$ cat src/rtl/sbcr_pkg.sv
// Shared constants and codes for the spectrum bar column renderer.
package sbcr_pkg;

    localparam int BAND_W       = 6;
    localparam int MAG_W        = 16;
    localparam int COLUMN_W     = 7;
    localparam int MASK_W       = 40;
    localparam int HEIGHT_OUT_W = 6;
    localparam int PEAK_ROW_W   = 6;

    localparam int SCALE_W      = 7;
    localparam int HEIGHT_SCALE = 120;
    localparam int SCALE_SHIFT  = 12;

    localparam int TENTHS       = 10;
    localparam int PEAK_FALL    = 4;

    // Floor division by ten as a multiply by 205 and a shift by 11.
    localparam int DIV10_MUL_W  = 8;
    localparam int DIV10_MUL    = 205;
    localparam int DIV10_SHIFT  = 11;

    localparam int CFG_IDX_W    = 1;
    localparam int CFG_DATA_W   = 2;

    localparam logic [CFG_IDX_W-1:0] CFG_DRAW_MODE = 1'd0;
    localparam logic [CFG_IDX_W-1:0] CFG_PEAKS_EN  = 1'd1;

    localparam logic [1:0] DRAW_CLASSIC = 2'd0;
    localparam logic [1:0] DRAW_MIRROR  = 2'd1;
    localparam logic [1:0] DRAW_DOT     = 2'd2;

endpackage

$ cat src/rtl/sbcr_in_if.sv
// Input channel carrying one band magnitude beat.
interface sbcr_in_if;
    logic                          valid;
    logic                          ready;
    logic [sbcr_pkg::BAND_W-1:0]   band_index;
    logic [sbcr_pkg::MAG_W-1:0]    magnitude;

    modport source (output valid, output band_index, output magnitude, input ready);
    modport sink   (input valid, input band_index, input magnitude, output ready);
endinterface

$ cat src/rtl/sbcr_out_if.sv
// Output channel carrying one rendered column beat.
interface sbcr_out_if;
    logic                                valid;
    logic                                ready;
    logic [sbcr_pkg::COLUMN_W-1:0]       column;
    logic [sbcr_pkg::MASK_W-1:0]         pixel_mask;
    logic [sbcr_pkg::HEIGHT_OUT_W-1:0]   bar_height;
    logic [sbcr_pkg::PEAK_ROW_W-1:0]     peak_row;

    modport source (output valid, output column, output pixel_mask, output bar_height,
                    output peak_row, input ready);
    modport sink   (input valid, input column, input pixel_mask, input bar_height,
                    input peak_row, output ready);
endinterface

$ cat src/rtl/sbcr_ram.sv
// Generic single-port-write, single-port-read RAM with registered read data.
module sbcr_ram #(
    parameter int WIDTH = 9,
    parameter int DEPTH = 64
) (
    input  logic                     i_clk,
    input  logic                     i_we,
    input  logic [$clog2(DEPTH)-1:0] i_waddr,
    input  logic [WIDTH-1:0]         i_wdata,
    input  logic                     i_re,
    input  logic [$clog2(DEPTH)-1:0] i_raddr,
    output logic [WIDTH-1:0]         o_rdata
);

    logic [WIDTH-1:0] r_mem [DEPTH];
    logic [WIDTH-1:0] r_rdata;

    always_ff @(posedge i_clk) begin
        if (i_we) begin
            r_mem[i_waddr] <= i_wdata;
        end
        if (i_re) begin
            r_rdata <= r_mem[i_raddr];
        end
    end

    assign o_rdata = r_rdata;

endmodule

$ cat src/rtl/sbcr_height.sv
// Input register stage and saturated bar height computation.
module sbcr_height #(
    parameter int BAND_COUNT = 64,
    parameter int ROW_COUNT  = 40
) (
    input  logic                               i_clk,
    input  logic                               i_rst_n,
    sbcr_in_if.sink                            i_in,
    output logic                               o_valid,
    input  logic                               i_ready,
    output logic [sbcr_pkg::BAND_W-1:0]        o_band,
    output logic [$clog2(ROW_COUNT+1)-1:0]     o_height
);

    localparam int HW     = $clog2(ROW_COUNT + 1);
    localparam int PROD_W = sbcr_pkg::MAG_W + sbcr_pkg::SCALE_W;
    localparam int Q_W    = PROD_W - sbcr_pkg::SCALE_SHIFT;

    logic                        r_valid;
    logic [sbcr_pkg::BAND_W-1:0] r_band;
    logic [sbcr_pkg::MAG_W-1:0]  r_mag;
    logic                        fire;
    logic                        in_range;
    logic [PROD_W-1:0]           prod;
    logic [Q_W-1:0]              quot;

    assign i_in.ready = !r_valid || i_ready;
    assign fire       = i_in.valid && i_in.ready;
    assign in_range   = ({1'b0, i_in.band_index} < (sbcr_pkg::BAND_W + 1)'(BAND_COUNT));

    always_ff @(posedge i_clk) begin
        if (!i_rst_n) begin
            r_valid <= 1'b0;
        end else if (i_in.ready) begin
            r_valid <= fire && in_range;
        end
    end

    always_ff @(posedge i_clk) begin
        if (fire) begin
            r_band <= i_in.band_index;
            r_mag  <= i_in.magnitude;
        end
    end

    assign prod = PROD_W'(r_mag) * PROD_W'(sbcr_pkg::HEIGHT_SCALE);
    assign quot = prod[PROD_W-1:sbcr_pkg::SCALE_SHIFT];

    assign o_valid  = r_valid;
    assign o_band   = r_band;
    assign o_height = (quot > Q_W'(ROW_COUNT)) ? HW'(ROW_COUNT) : HW'(quot);

endmodule

$ cat src/rtl/sbcr_peak.sv
// Peak hold read-modify-write stages with write forwarding and reset valid bits.
module sbcr_peak #(
    parameter int BAND_COUNT = 64,
    parameter int ROW_COUNT  = 40
) (
    input  logic                                   i_clk,
    input  logic                                   i_rst_n,
    input  logic                                   i_peaks_en,
    input  logic                                   i_valid,
    output logic                                   o_ready,
    input  logic [sbcr_pkg::BAND_W-1:0]            i_band,
    input  logic [$clog2(ROW_COUNT+1)-1:0]         i_height,
    output logic                                   o_valid,
    input  logic                                   i_ready,
    output logic [sbcr_pkg::BAND_W-1:0]            o_band,
    output logic [$clog2(ROW_COUNT+1)-1:0]         o_height,
    output logic [$clog2(ROW_COUNT*10+1)-1:0]      o_peak
);

    localparam int HW = $clog2(ROW_COUNT + 1);
    localparam int PW = $clog2(ROW_COUNT * sbcr_pkg::TENTHS + 1);
    localparam int AW = $clog2(BAND_COUNT);

    logic                        r_s2_valid;
    logic [sbcr_pkg::BAND_W-1:0] r_s2_band;
    logic [HW-1:0]               r_s2_height;
    logic                        r_s2_fwd;
    logic [PW-1:0]               r_s2_fwd_peak;
    logic                        r_s2_vbit;

    logic                        r_s3_valid;
    logic [sbcr_pkg::BAND_W-1:0] r_s3_band;
    logic [HW-1:0]               r_s3_height;
    logic [PW-1:0]               r_s3_peak;

    logic [BAND_COUNT-1:0]       r_vbits;

    logic                        s3_ready;
    logic                        fire_in;
    logic                        fire_s2;
    logic                        wr_en;
    logic [PW-1:0]               ram_q;
    logic [PW-1:0]               old_peak;
    logic [PW-1:0]               target;
    logic [PW-1:0]               new_peak;
    logic [PW-1:0]               used_peak;

    assign s3_ready = !r_s3_valid || i_ready;
    assign o_ready  = !r_s2_valid || s3_ready;
    assign fire_in  = i_valid && o_ready;
    assign fire_s2  = r_s2_valid && s3_ready;
    assign wr_en    = fire_s2 && i_peaks_en;

    assign old_peak = r_s2_fwd ? r_s2_fwd_peak : (r_s2_vbit ? ram_q : '0);
    assign target   = PW'(r_s2_height) * PW'(sbcr_pkg::TENTHS);

    always_comb begin
        if (target > old_peak) begin
            new_peak = target;
        end else if (old_peak > PW'(sbcr_pkg::PEAK_FALL)) begin
            new_peak = old_peak - PW'(sbcr_pkg::PEAK_FALL);
        end else begin
            new_peak = '0;
        end
    end

    assign used_peak = i_peaks_en ? new_peak : old_peak;

    sbcr_ram #(
        .WIDTH (PW),
        .DEPTH (BAND_COUNT)
    ) u_peak_ram (
        .i_clk   (i_clk),
        .i_we    (wr_en),
        .i_waddr (r_s2_band[AW-1:0]),
        .i_wdata (new_peak),
        .i_re    (fire_in),
        .i_raddr (i_band[AW-1:0]),
        .o_rdata (ram_q)
    );

    always_ff @(posedge i_clk) begin
        if (!i_rst_n) begin
            r_s2_valid <= 1'b0;
            r_s3_valid <= 1'b0;
            r_vbits    <= '0;
        end else begin
            if (o_ready) begin
                r_s2_valid <= i_valid;
            end
            if (s3_ready) begin
                r_s3_valid <= r_s2_valid;
            end
            if (wr_en) begin
                r_vbits[r_s2_band[AW-1:0]] <= 1'b1;
            end
        end
    end

    always_ff @(posedge i_clk) begin
        if (fire_in) begin
            r_s2_band     <= i_band;
            r_s2_height   <= i_height;
            r_s2_fwd      <= wr_en && (r_s2_band == i_band);
            r_s2_fwd_peak <= new_peak;
            r_s2_vbit     <= r_vbits[i_band[AW-1:0]];
        end
        if (fire_s2) begin
            r_s3_band   <= r_s2_band;
            r_s3_height <= r_s2_height;
            r_s3_peak   <= used_peak;
        end
    end

    assign o_valid  = r_s3_valid;
    assign o_band   = r_s3_band;
    assign o_height = r_s3_height;
    assign o_peak   = r_s3_peak;

endmodule

$ cat src/rtl/sbcr_draw.sv
// Peak row, column placement and pixel mask stages feeding the output register.
module sbcr_draw #(
    parameter int BAND_COUNT = 64,
    parameter int ROW_COUNT  = 40
) (
    input  logic                                   i_clk,
    input  logic                                   i_rst_n,
    input  logic [1:0]                             i_draw_mode,
    input  logic                                   i_peaks_en,
    input  logic                                   i_valid,
    output logic                                   o_ready,
    input  logic [sbcr_pkg::BAND_W-1:0]            i_band,
    input  logic [$clog2(ROW_COUNT+1)-1:0]         i_height,
    input  logic [$clog2(ROW_COUNT*10+1)-1:0]      i_peak,
    sbcr_out_if.source                             o_out
);

    localparam int HW     = $clog2(ROW_COUNT + 1);
    localparam int PW     = $clog2(ROW_COUNT * sbcr_pkg::TENTHS + 1);
    localparam int RW     = $clog2(ROW_COUNT);
    localparam int DW     = PW + sbcr_pkg::DIV10_MUL_W;
    localparam int XW     = sbcr_pkg::BAND_W + 2;
    localparam int IW     = 8;
    localparam int CENTER = BAND_COUNT / 2;

    logic                          r_s4_valid;
    logic [sbcr_pkg::COLUMN_W-1:0] r_s4_column;
    logic [HW-1:0]                 r_s4_height;
    logic [RW-1:0]                 r_s4_peak_row;

    logic                              r_out_valid;
    logic [sbcr_pkg::COLUMN_W-1:0]     r_out_column;
    logic [sbcr_pkg::MASK_W-1:0]       r_out_mask;
    logic [sbcr_pkg::HEIGHT_OUT_W-1:0] r_out_height;
    logic [sbcr_pkg::PEAK_ROW_W-1:0]   r_out_peak_row;

    logic                          out_ready;
    logic [DW-1:0]                 div_prod;
    logic [HW-1:0]                 whole;
    logic [RW-1:0]                 peak_row;
    logic [XW-1:0]                 off;
    logic [XW-1:0]                 mirror_x;
    logic [sbcr_pkg::COLUMN_W-1:0] column;
    logic [HW-1:0]                 top_row;
    logic [sbcr_pkg::MASK_W-1:0]   mask;

    assign out_ready = !r_out_valid || o_out.ready;
    assign o_ready   = !r_s4_valid || out_ready;

    assign div_prod = DW'(i_peak) * DW'(sbcr_pkg::DIV10_MUL);
    assign whole    = HW'(div_prod >> sbcr_pkg::DIV10_SHIFT);
    assign peak_row = (whole >= HW'(ROW_COUNT - 1)) ? '0 : RW'(HW'(ROW_COUNT - 1) - whole);

    assign off      = XW'(i_band >> 1);
    assign mirror_x = i_band[0] ? (XW'(CENTER) - off - XW'(1)) : (XW'(CENTER) + off);
    assign column   = (i_draw_mode == sbcr_pkg::DRAW_MIRROR)
                    ? sbcr_pkg::COLUMN_W'(mirror_x << 1)
                    : sbcr_pkg::COLUMN_W'(XW'(i_band) << 1);

    assign top_row = HW'(ROW_COUNT) - r_s4_height;

    always_comb begin
        mask = '0;
        for (int i = 0; i < sbcr_pkg::MASK_W; i++) begin
            if (i < ROW_COUNT) begin
                if (i_draw_mode == sbcr_pkg::DRAW_CLASSIC ||
                    i_draw_mode == sbcr_pkg::DRAW_MIRROR) begin
                    mask[i] = (IW'(i) >= IW'(top_row)) ||
                              (i_peaks_en && (IW'(r_s4_peak_row) == IW'(i)));
                end else if (i_draw_mode == sbcr_pkg::DRAW_DOT) begin
                    mask[i] = (r_s4_height != '0) && (IW'(top_row) == IW'(i));
                end
            end
        end
    end

    always_ff @(posedge i_clk) begin
        if (!i_rst_n) begin
            r_s4_valid  <= 1'b0;
            r_out_valid <= 1'b0;
        end else begin
            if (o_ready) begin
                r_s4_valid <= i_valid;
            end
            if (out_ready) begin
                r_out_valid <= r_s4_valid;
            end
        end
    end

    always_ff @(posedge i_clk) begin
        if (i_valid && o_ready) begin
            r_s4_column   <= column;
            r_s4_height   <= i_height;
            r_s4_peak_row <= peak_row;
        end
        if (r_s4_valid && out_ready) begin
            r_out_column   <= r_s4_column;
            r_out_mask     <= mask;
            r_out_height   <= sbcr_pkg::HEIGHT_OUT_W'(r_s4_height);
            r_out_peak_row <= sbcr_pkg::PEAK_ROW_W'(r_s4_peak_row);
        end
    end

    assign o_out.valid      = r_out_valid;
    assign o_out.column     = r_out_column;
    assign o_out.pixel_mask = r_out_mask;
    assign o_out.bar_height = r_out_height;
    assign o_out.peak_row   = r_out_peak_row;

endmodule

$ cat src/rtl/spectrum_bar_column_renderer_unit.sv
// Top level of the spectrum bar column renderer with per-band peak hold.
// A beat passes the input, peak read, peak result, placement and output registers.
// One beat per cycle unless stalled; the peak RAM takes one read and one write per cycle.
// Reset clears all peaks at once through per-band valid bits, with no clearing pass.
// Reset sets draw_mode to classic bars and turns peaks on.
module spectrum_bar_column_renderer_unit #(
    parameter int BAND_COUNT = 64,
    parameter int ROW_COUNT  = 40
) (
    input  logic                              i_clk,
    input  logic                              i_rst_n,
    sbcr_in_if.sink                           i_in,
    sbcr_out_if.source                        o_out,
    input  logic                              i_cfg_we,
    input  logic [sbcr_pkg::CFG_IDX_W-1:0]    i_cfg_idx,
    input  logic [sbcr_pkg::CFG_DATA_W-1:0]   i_cfg_data
);

    localparam int HW = $clog2(ROW_COUNT + 1);
    localparam int PW = $clog2(ROW_COUNT * sbcr_pkg::TENTHS + 1);

    logic [1:0]                  r_draw_mode;
    logic                        r_peaks_en;

    logic                        h_valid;
    logic                        h_ready;
    logic [sbcr_pkg::BAND_W-1:0] h_band;
    logic [HW-1:0]               h_height;

    logic                        p_valid;
    logic                        p_ready;
    logic [sbcr_pkg::BAND_W-1:0] p_band;
    logic [HW-1:0]               p_height;
    logic [PW-1:0]               p_peak;

    always_ff @(posedge i_clk) begin
        if (!i_rst_n) begin
            r_draw_mode <= sbcr_pkg::DRAW_CLASSIC;
            r_peaks_en  <= 1'b1;
        end else if (i_cfg_we) begin
            unique case (i_cfg_idx)
                sbcr_pkg::CFG_DRAW_MODE: r_draw_mode <= i_cfg_data[1:0];
                sbcr_pkg::CFG_PEAKS_EN:  r_peaks_en  <= i_cfg_data[0];
                default: ;
            endcase
        end
    end

    sbcr_height #(
        .BAND_COUNT (BAND_COUNT),
        .ROW_COUNT  (ROW_COUNT)
    ) u_height (
        .i_clk    (i_clk),
        .i_rst_n  (i_rst_n),
        .i_in     (i_in),
        .o_valid  (h_valid),
        .i_ready  (h_ready),
        .o_band   (h_band),
        .o_height (h_height)
    );

    sbcr_peak #(
        .BAND_COUNT (BAND_COUNT),
        .ROW_COUNT  (ROW_COUNT)
    ) u_peak (
        .i_clk      (i_clk),
        .i_rst_n    (i_rst_n),
        .i_peaks_en (r_peaks_en),
        .i_valid    (h_valid),
        .o_ready    (h_ready),
        .i_band     (h_band),
        .i_height   (h_height),
        .o_valid    (p_valid),
        .i_ready    (p_ready),
        .o_band     (p_band),
        .o_height   (p_height),
        .o_peak     (p_peak)
    );

    sbcr_draw #(
        .BAND_COUNT (BAND_COUNT),
        .ROW_COUNT  (ROW_COUNT)
    ) u_draw (
        .i_clk       (i_clk),
        .i_rst_n     (i_rst_n),
        .i_draw_mode (r_draw_mode),
        .i_peaks_en  (r_peaks_en),
        .i_valid     (p_valid),
        .o_ready     (p_ready),
        .i_band      (p_band),
        .i_height    (p_height),
        .i_peak      (p_peak),
        .o_out       (o_out)
    );

endmodule

$ cat src/flat_wrapper.sv
// flat-port wrapper written by rule: the top's interface ports become plain ports
module spectrum_bar_column_renderer_unit_flat 
#(
    parameter int BAND_COUNT = 64,
    parameter int ROW_COUNT  = 40
)
  (i_clk, i_rst_n, i_cfg_we, i_cfg_idx, i_cfg_data, i_in_valid, i_in_band_index, i_in_magnitude, i_in_ready, o_out_valid, o_out_column, o_out_pixel_mask, o_out_bar_height, o_out_peak_row, o_out_ready);
  sbcr_in_if i_in_i ();
  sbcr_out_if o_out_i ();
  input  logic i_clk;
  input  logic i_rst_n;
  input  logic i_cfg_we;
  input  logic [sbcr_pkg::CFG_IDX_W-1:0] i_cfg_idx;
  input  logic [sbcr_pkg::CFG_DATA_W-1:0] i_cfg_data;
  input wire logic [$bits(i_in_i.valid)-1:0] i_in_valid;
  input wire logic [$bits(i_in_i.band_index)-1:0] i_in_band_index;
  input wire logic [$bits(i_in_i.magnitude)-1:0] i_in_magnitude;
  output wire logic [$bits(i_in_i.ready)-1:0] i_in_ready;
  output wire logic [$bits(o_out_i.valid)-1:0] o_out_valid;
  output wire logic [$bits(o_out_i.column)-1:0] o_out_column;
  output wire logic [$bits(o_out_i.pixel_mask)-1:0] o_out_pixel_mask;
  output wire logic [$bits(o_out_i.bar_height)-1:0] o_out_bar_height;
  output wire logic [$bits(o_out_i.peak_row)-1:0] o_out_peak_row;
  input wire logic [$bits(o_out_i.ready)-1:0] o_out_ready;
  assign i_in_i.valid = i_in_valid;
  assign i_in_i.band_index = i_in_band_index;
  assign i_in_i.magnitude = i_in_magnitude;
  assign i_in_ready = i_in_i.ready;
  assign o_out_valid = o_out_i.valid;
  assign o_out_column = o_out_i.column;
  assign o_out_pixel_mask = o_out_i.pixel_mask;
  assign o_out_bar_height = o_out_i.bar_height;
  assign o_out_peak_row = o_out_i.peak_row;
  assign o_out_i.ready = o_out_ready;
  spectrum_bar_column_renderer_unit #(.BAND_COUNT(BAND_COUNT), .ROW_COUNT(ROW_COUNT)) u_core (.i_clk(i_clk), .i_rst_n(i_rst_n), .i_in(i_in_i), .o_out(o_out_i), .i_cfg_we(i_cfg_we), .i_cfg_idx(i_cfg_idx), .i_cfg_data(i_cfg_data));
endmodule
$ cat config.mk
export PLATFORM = sky130hd
export DESIGN_NAME = spectrum_bar_column_renderer_unit_flat
export DESIGN_NICKNAME = d
export VERILOG_FILES = /design/src/rtl/sbcr_pkg.sv /design/src/rtl/sbcr_in_if.sv /design/src/rtl/sbcr_out_if.sv /design/src/rtl/sbcr_ram.sv /design/src/rtl/sbcr_height.sv /design/src/rtl/sbcr_peak.sv /design/src/rtl/sbcr_draw.sv /design/src/rtl/spectrum_bar_column_renderer_unit.sv /design/src/flat_wrapper.sv
export SDC_FILE = /design/constraint.sdc
export NUM_CORES = 1
export LEC_CHECK = 0
export BUFFER_PORTS_ARGS = -buffer_cell sky130_fd_sc_hd__buf_2
export CORE_MARGIN = 5
export CORE_UTILIZATION = 45
export CTS_CLUSTER_SIZE = 14
export DETAILED_ROUTE_END_ITERATION = 16
export GPL_TIMING_DRIVEN = 0
export PLACE_DENSITY = 0.61
export RECOVER_POWER = 25
export SLEW_MARGIN = 20
export SYNTH_ARGS = -nofsm -noshare
export SYNTH_HDL_FRONTEND = slang
export SYNTH_SLANG_ARGS = --single-unit
$ cat constraint.sdc
create_clock -name i_clk -period 5.35 [get_ports i_clk]
set_input_delay 0.2675 -clock i_clk [delete_from_list [all_inputs] [get_ports i_clk]]
set_output_delay 0.2675 -clock i_clk [all_outputs]
set_load 0.02 [all_outputs]
# Word level (Yosys, flattened, before mapping)

Memories as Yosys holds them, arrays and structs flattened. A register that Yosys moved wholly into a read port is not among the register bits.
Index checks and enable logic that the tools add are counted.
W data, S select, Z words.

Order comparisons: 47
Mux-type cells: 93
$mul: 3
Eq/ne operators: 81
Reduce and logical (&&, ||, !) cells: 145
$add $sub $neg: 6
Bitwise logic cells: 2

Operators with widths:

| operator                | number |
|---|---|
| $eq A6 B5 Y1 const B    | 32 |
| $eq A6 B4 Y1 const B    | 16 |
| $eq A6 B6 Y1 const B    | 16 |
| $ge A5 B6 Y1 const A    | 16 |
| $logic_and A1 B1 Y1     | 88 |
| $mux W1                 | 84 |
| $or A64 B64 Y64         | 1 |
| $eq A6 B3 Y1 const B    | 8 |
| $ge A4 B6 Y1 const A    | 8 |
| $ge A6 B6 Y1 const A    | 8 |
| $logic_or A1 B1 Y1      | 46 |
| $mux W9                 | 5 |
| $eq A6 B2 Y1 const B    | 4 |
| $ge A3 B6 Y1 const A    | 4 |
| $mul A16 B4 Y20 const B | 1 |
| $mul A9 B8 Y17 const B  | 1 |
| $lt A6 B7 Y1 const B    | 2 |
| $eq A6 B1 Y1 const B    | 2 |
| $ge A1 B6 Y1 const A    | 2 |
| $ge A2 B6 Y1 const A    | 2 |
| $logic_not A6 Y1        | 2 |
| $sub A6 B6 Y6 const A   | 2 |
| $gt A11 B6 Y1 const B   | 1 |
| $gt A9 B3 Y1 const B    | 1 |
| other kinds (20)        | 25 |

Memories kept: 1
Output and inout port bits: 61
Flip-flop bits (word level): 216
Memory bits (writable): 576
Input bits: 30
Word-level logic and storage cells: 403

Memories:

| memory                         | depth | width | rd ports | clocked after memory_dff | write ports | RTL line       | RTL |
|---|---|---|---|---|---|---|---|
| u_core.u_peak.u_peak_ram.r_mem | 64    | 9     | 1        | 1                        | 1           | sbcr_ram.sv:15 | `logic [WIDTH-1:0] r_mem [DEPTH];` |

# Depth between registers and ports, before layout

Gate-level depths: netlist (run 1).

Word-level depth: 8
Gate-level depth with buffers: 18
Mapped depth without buffers: 18

# Hierarchy

A second synthesis (run 1) with hierarchy kept.

Cell total of the unflattened synthesis: 2285
Area total of the unflattened synthesis: 35940.7 um^2

Modules (own cells, without submodules):

| module                            | times used | area an instance (um^2) | seq. area each (um^2) | cells an instance |
|---|---|---|---|---|
| sbcr_ram                          | 1          | 22739.3                 | 17566.8               | 1071 |
| sbcr_draw                         | 1          | 5265.0                  | 2322.2                | 486 |
| sbcr_peak                         | 1          | 5242.5                  | 2642.5                | 471 |
| sbcr_height                       | 1          | 2562.5                  | 680.7                 | 244 |
| spectrum_bar_column_renderer_unit | 1          | 131.4                   | 60.1                  | 13 |

# Worst setup path before layout (run 1)

OpenSTA, ideal clock, no wires.

Path type: reg2reg
From: reg u_core.u_peak.r_s2_height[1]
To: reg u_core.u_peak.r_s2_fwd_peak[4] (data pin)
Slack: -531 ps
Cell stages (with the launch flop): 15
Setup time: 710 ps
Arrival time: 5172 ps
Required time: 4640 ps
Period minus slack after synthesis: 5881 ps
Buffers on the path: 1
Path through: edfxtp_1 > ha_1 > ha_1 > inv_1 > fa_1 > inv_1 > a21o_1 > a21oi_1 > xnor2_1 > ha_1 > nand4_1 > nor3_1 > o22ai_1 > buf_2 > o21ai_0

Cells in the longest elaborated chain, start to end: 3

Ends and longest elaborated chain:

| item                          | RTL line         | RTL |
|---|---|---|
| start: declaration            | sbcr_peak.sv:26  | `logic [HW-1:0] r_s2_height;` |
| start signal: assignment      | sbcr_peak.sv:103 | `r_s2_height <= i_height;` |
| $mul A6 B3 Y8 *               | sbcr_peak.sv:55  | `assign target = PW'(r_s2_height) * PW'(sbcr_pkg::TENTHS);` |
| $gt A9 B9 Y1                  | sbcr_peak.sv:58  | `if (target > old_peak) begin` |
| $mux W9 *                     | sbcr_peak.sv:58  |  |
| via u_core.u_peak.new_peak[4] | sbcr_peak.sv:45  | `logic [PW-1:0] new_peak;` |
| end signal: assignment        | sbcr_peak.sv:105 | `r_s2_fwd_peak <= new_peak;` |
| end: declaration              | sbcr_peak.sv:28  | `logic [PW-1:0] r_s2_fwd_peak;` |

The timed path passes the listed nets; every way through them passes the cells marked *.
A chain may end at the register's enable or synchronous reset.

# Worst setup path in the final report (run 1)

From: reg u_core.u_peak.r_s3_peak[7] (netlist: u_core.u_peak.o_peak[7])
To: reg u_core.u_draw.r_s4_peak_row[5] (data pin)

Cells in the longest elaborated chain, start to end: 2
Elaborated cells between the ends (all ways): 3
Those cells by class: add/sub: 1; mul: 1; order compare: 1

Ends and longest elaborated chain:

| item                                                 | RTL line         | RTL |
|---|---|---|
| start: declaration                                   | sbcr_peak.sv:34  | `logic [PW-1:0] r_s3_peak;` |
| start signal: assignment                             | sbcr_peak.sv:111 | `r_s3_peak <= used_peak;` |
| $mul A9 B8 Y17 *                                     | sbcr_draw.sv:50  | `assign div_prod = DW'(i_peak) * DW'(sbcr_pkg::DIV10_MUL);` |
| $sub A6 B6 Y6 / $ge A6 B6 Y1 (equally long branches) | sbcr_draw.sv:52  | `assign peak_row = (whole >= HW'(ROW_COUNT - 1)) ? '0 : RW'(HW'(ROW_COUNT - 1) - whole);` |
| end signal: assignment                               | sbcr_draw.sv:95  | `r_s4_peak_row <= peak_row;` |
| end: declaration                                     | sbcr_draw.sv:29  | `logic [RW-1:0] r_s4_peak_row;` |

Every way passes the cells marked *; elsewhere a longest branch is shown, timed or not.

==> flow_metrics.tcl, run 1 <==
set metrics [dict create \
    status "complete, but fails checks" \
    violations "max-capacitance violations, max-slew violations" \
    timing.slew.headroom_pct -10.56 \
    firstDrtPassIters 5 \
    die_h_um 287.1 \
    finalWirelength_um 80230 \
    viasPerCell 5.725 \
    postCtsSetupBuffers 0 \
    yosys.cell_types.count 70 \
    rsz0062_at_grt "false" \
    synth_top_area_share_pct 63.17 \
    cts_tree "yes" \
    cap_violations 1 \
    critPathArrivalTime_ns 5.23 \
    seqCellArea_mm2 0.02327 \
    netlist_area_mm2 0.03456 \
    powerDensity_mw_per_mm2 393.2 \
    multiInputGateArea_mm2 0.01057 \
    synth_warnings 0 \
    nNetsFinal 2347 \
    synth_xor_area_share_pct 1.039 \
    antenna_found_initial 1 \
    final_cell_mix "edfxtp_1 (727), mux4_2 (210), clkbuf_1 (157)" \
    dp_cells 3101 \
    ir_drop_v 0.0003484 \
    pin_count 91 \
    final_common_cell "edfxtp_1" \
    io_buffers 88 \
    whs_ns 0.02777 \
    skew_ns 0.02092 \
    cts_hold_buf 27 \
    cp.required_ns 5.81 \
    synthSimpleGateAreaFrac_pct 4.247 \
    worst_pin_slew_ns 1.658 \
    period_needed_ns 4.771 \
    worst-setup-path-type "reg -> reg" \
    drcViolationCount 0 \
    clkSinkCount 799 \
    ys_top_cells_by_area "edfxtp_1 (63%), mux4_2 (14%), dfxtp_1 (4.2%), ha_1 (3.3%), fa_1 (2.4%)" \
    fmax_ghz 0.2096 \
    grt_overflow 0 \
    clockBufferDepth 3 \
    areaGrowthSynthToFinish_pct 14.75 \
    critPathCaptureType "register" \
    drt_iter0_markers 1630 \
    htreeDepth 3 \
    grt_pass1_wl_um 120900 \
    grt_use_total_pct 19.45 \
    ys_ff_latch 799 \
    grt_max_degree 67 \
    root_buffer "clkbuf_16" \
    maxSlewViolCount 33 \
    vias 18790 \
    finalHoldViolCount 0 \
    synth-async-reset-ratio_pct 0 \
    min_period_over_period_pct 89.17 \
    setup_violations 0 \
    grt_pass1_vias 19120 \
    num-fill-cells 6215 \
    finalSetupTns_ns 0 \
    postCtsResizedCells 0 \
    die_w_um 287.1 \
    synthCells 1966 \
    avgSynthCellArea_um2 17.58 \
    synth_compound_area_share_pct 5.351 \
    synth_fa_ha_area_share_pct 5.764 \
    worst_slack_ns 0.5792 \
    dp_slack_ns 0.5865 \
    p_total_mw 15.59 \
    hpwl_um 56750 \
    yosys.area.top_type "edfxtp_1" \
    finalNonFillerCells 3282 \
    final_cell_area_mm2 0.03966 \
    cp_max_fo 6 \
    ys_seq_area_share_pct 67.34 \
    path_clk_slew_ns 0.06 \
    synth_edf_count 727 \
    drive_gt1_share_pct 18.34 \
    final_antenna_net_count 0 \
    gp_congestion 0.8984 \
    final_util_pct 52.13 \
    clock_latency_ns 0.63 \
    power_leakage_nw 13.35 \
    die_area_mm2 0.08244 \
    wl_per_cell_um 24.45 \
    core_mm2 0.07608 \
    ff2ff_setup_slack_ns 0.58 \
    cts_buffers 83 \
    min-delay-path-class "in -> reg" \
    synth_nets 2130 \
    start_util_pct 45.43 \
    placedInstanceArea_mm2 0.03683 \
    diodes 0 \
    start_kind "register" \
    muxShareOfSynthArea_pct 13.90 \
    ys.flop_type "edfxtp_1" \
    fp-row-count 101 \
    synth_top_family_by_area "multiplexers" \
]
==> routing by layer <==
metal / global-route usage [%] / share of wire (%) / vias to the layer above
li1: - / - / 8242
met3: 2.768 / 6.0 / 129
met5: 0 / 0 / -
met1: 28.27 / 44 / 9765
met2: 30.99 / 48 / 655
met4: 5.777 / 2.6 / 0
==> registers in the layout, summed over array words and instances (netlist names), 9 cells and up <==
register and cells:
u_core.u_peak.o_peak 9, u_core.u_peak.u_peak_ram.o_rdata 9, u_core.u_peak.u_peak_ram.r_mem 576, u_core.u_draw.o_out.pixel_mask 40, u_core.u_peak.r_vbits 64, u_core.u_height.r_mag 16
u_core.u_peak.r_s2_fwd_peak 9
==> synth_stat cells, drive strengths merged (3+ instances only) <==
cell      n
or3      12
a21boi    6
o21a     74
edfxtp  727
a21oi    45
o211ai   11
a21o     11
a22oi    10
o21ai    29
or3b      4
nand4    10
a31oi    17
o221ai    7
o32ai     4
xnor2    23
ha       92
mux4    210
and3      5
dfxtp    72
clkbuf   65
mux2      3
nor3      7
inv     100
nand2    70
nand2b   13
nor2    119
nand3b    9
fa       42
nand3    31
nor2b    11
a211oi   11
o22ai    25
buf      26
or2       5
and2      3
mux2i     4
xor2     18
==> report_power, final <==
part	total, mW	switching [mW]	internal, mW
combinational	2.56	1.57	0.989
sequential	7.24	0.0383	7.20
clock	5.79	2.35	3.44
==> cells by family after synthesis <==
| family | after synthesis |
|---|---|
| AOI/OAI and AO/OA | 272 |
| xor gates and xnor gates | 41 |
| and+or+nand+nor | 311 |
| muxes | 217 |
| other | 1 |
| buffers and inverters | 191 |
| adders and majority gates | 134 |
| DFF | 799 |
==> worst paths after layout <==
check | depth (start not counted) | startpoint | end
max | 16 | u_core.u_peak.o_peak[7]$_DFFE_PP_ | u_core.u_draw.r_s4_peak_row[5]$_SDFFCE_PP0P_
min | 3 | i_in_valid | u_core.u_height.o_valid$_SDFFE_PN0N_
min reg2reg | 0 | u_core.u_peak.o_height[4]$_DFFE_PP_ | u_core.u_draw.r_s4_height[4]$_DFFE_PP_
max reg2reg | 16 | u_core.u_peak.o_peak[7]$_DFFE_PP_ | u_core.u_draw.r_s4_peak_row[5]$_SDFFCE_PP0P_
==> cell type report <==
type                       count  share of cell area, %
buffer                        91                  1.098
clock buffer                 123                  6.108
clock inverter                31                 0.8677
inverter                     100                 0.9466
multi-input combinational    976                  26.64
sequential                   799                  58.69
tap                         1030                  3.250
timing repair buffer         132                  2.401
==> critical path, cell delays in order (launching register included) <==
cell	delay, ns
edfxtp_1	0.48
ha_1	0.37
fa_1	0.54
inv_1	0.05
fa_1	0.48
fa_1	0.43
inv_1	0.07
ha_1	0.28
a21oi_1	0.24
o21ai_0	0.17
a22oi_1	0.32
a21boi_0	0.24
o21ai_0	0.18
o21ai_0	0.10
ha_1	0.23
or2_2	0.29
o21ai_0	0.15
Note: power is estimated with default switching activity, not from simulation.
==> inputs of run 2 (changes only) <==
- clock period: 5.35 -> 4.2 ns (I/O delays scaled with it)
==> run 2 against run 1 <==
Combinational power is 40% higher. Clock power is 28% higher. Critical path depth is 1 higher. Sequential cell count stayed put. Cell area is 1.2% higher. Largest cell class unchanged. Die area stayed put. Maximum frequency is 14% higher. Sequential power is 27% higher. Register-to-register slack worse by 0.56 ns. Utilization is 0.63 points higher. The flow still finishes with violations (max-capacitance violations, max-slew violations).
==> flow_metrics.tcl, run 2 (same netlist as run 1, synthesis figures left out) <==
set metrics [dict create \
    final_antenna_net_count 0 \
    grt_overflow 0 \
    fmax_ghz 0.2394 \
    hpwl_um 56670 \
    rsz0062_at_grt "true" \
    root_buffer "clkbuf_16" \
    setup_violations 0 \
    cts_tree "yes" \
    status "complete, but fails checks" \
    multiInputGateArea_mm2 0.01091 \
    cap_violations 3 \
    grt_max_degree 67 \
    final_common_cell "edfxtp_1" \
    clock_latency_ns 0.62 \
    core_mm2 0.07608 \
    areaGrowthSynthToFinish_pct 16.14 \
    finalSetupTns_ns 0 \
    largest_register_ffs 576 \
    powerDensity_mw_per_mm2 503.7 \
    critPathArrivalTime_ns 4.65 \
    min_period_over_period_pct 99.44 \
    drive_gt1_share_pct 20.99 \
    cp_max_fo 4 \
    die_area_mm2 0.08244 \
    worst-setup-path-type "reg -> reg" \
    p_total_mw 20.22 \
    nNetsFinal 2365 \
    die_w_um 287.1 \
    final_cell_mix "edfxtp_1 (727), mux4_2 (210), clkbuf_1 (149)" \
    cts_buffers 84 \
    period_needed_ns 4.177 \
    seqCellArea_mm2 0.02327 \
    start_kind "register" \
    r2r_cells 17 \
    viasPerCell 5.685 \
    min-delay-path-class "in -> reg" \
    htreeDepth 3 \
    violations "max-capacitance violations, max-slew violations" \
    clockBufferDepth 3 \
    fp-row-count 101 \
    cp.required_ns 4.67 \
    top_register "u_core.u_peak.u_peak_ram.r_mem" \
    start_util_pct 45.43 \
    grt_pass1_vias 19200 \
    drt_iter0_markers 1762 \
    die_h_um 287.1 \
    path_clk_slew_ns 0.06 \
    vias 18780 \
    hold_path_depth 4 \
    grt_use_total_pct 19.61 \
    critPathCaptureType "register" \
    final_util_pct 52.76 \
    antenna_found_initial 1 \
    timing.slew.headroom_pct -50.35 \
    pin_count 91 \
    finalWirelength_um 81520 \
    io_buffers 88 \
    maxSlewViolCount 50 \
    clkSinkCount 799 \
    worst_pin_slew_ns 2.251 \
    gp_congestion 0.9349 \
    finalHoldViolCount 0 \
    drcViolationCount 0 \
    firstDrtPassIters 5 \
    finalNonFillerCells 3303 \
    num-fill-cells 6165 \
    dp_cells 3100 \
    ir_drop_v 0.0003601 \
    wl_per_cell_um 24.68 \
    skew_ns 0.01326 \
    grt_pass1_wl_um 121500 \
    power_leakage_nw 13.45 \
]
[run 2: worst max-delay path, stage by stage, from the launching register on]
cell	delay, ns
edfxtp_1	0.49
ha_4	0.33
xor2_2	0.15
ha_1	0.26
fa_1	0.52
inv_2	0.05
fa_1	0.55
inv_2	0.05
ha_4	0.25
a21oi_2	0.14
o21ai_2	0.08
a22oi_2	0.25
a21boi_2	0.11
o21ai_1	0.13
o21ai_1	0.08
ha_2	0.20
or2_2	0.30
o21ai_2	0.10
[run 2: report_power, final]
group / internal (mW) / switching (mW) / leakage [nW]
Clock: 4.40 / 3.00 / 1.34
Sequential: 9.17 / 0.0512 / 7.20
Combinational: 1.43 / 2.16 / 4.91
Total: 15.0 / 5.21 / 13.4
[run 2: metal layers]
layer  global-route usage [%]  share of wire [%]  up-vias
met4                    5.560                2.6        0
met5                        0                  0        -
met3                    4.560                7.2      131
met1                    27.09                 42     9700
met2                    31.65                 48      647
li1                         -                  -     8298
[run 2: layout make-up]
| type | instances | area share [%] |
|---|---|---|
| diodes | 1 | 0.006235 |
| plain buffers | 90 | 1.085 |
| clock buffers | 110 | 5.692 |
| clock inverters | 47 | 1.244 |
| inverters | 100 | 0.9352 |
| multi-input cells | 978 | 27.18 |
| flip-flops and latches | 799 | 57.98 |
| well taps | 1030 | 3.211 |
| repair buffers | 148 | 2.665 |
[run 2: metrics by stage]
step	setup WS (ns)	instance area [um2]	hold WS, ns
after floorplan	-0.5733	34560	0.3089
after global routing	-0.1613	40130	0.07940
after global placement	-3.246	36290	0.3860
after detailed placement	-0.4498	36800	0.3881
after CTS	0.01156	40100	0.02017
final	0.02334	40140	0.04757
[run 2: path summary, 6_finish.rpt]
kind	startpoint	to	slack (ns)
setup / recovery	u_core.u_peak.o_peak[2]$_DFFE_PP_	u_core.u_draw.r_s4_peak_row[5]$_SDFFCE_PP0P_	0.02
hold / removal	i_cfg_we	u_core.r_draw_mode[1]$_SDFFE_PN0P_	0.05
setup reg to reg	u_core.u_peak.o_peak[2]$_DFFE_PP_	u_core.u_draw.r_s4_peak_row[5]$_SDFFCE_PP0P_	0.02
hold reg to reg	u_core.u_draw.r_s4_column[2]$_DFFE_PP_	u_core.u_draw.o_out.column[2]$_DFFE_PP_	0.42
[run 2: repair_timing]
item	in CTS	in global routing
hold buffers	28	0
setup buffers	9	6
gates resized for setup	25	34
endpoints found under the setup margin	156	182
cloned	1	1
pin swaps	11	23
hold endpoints to repair	26	0
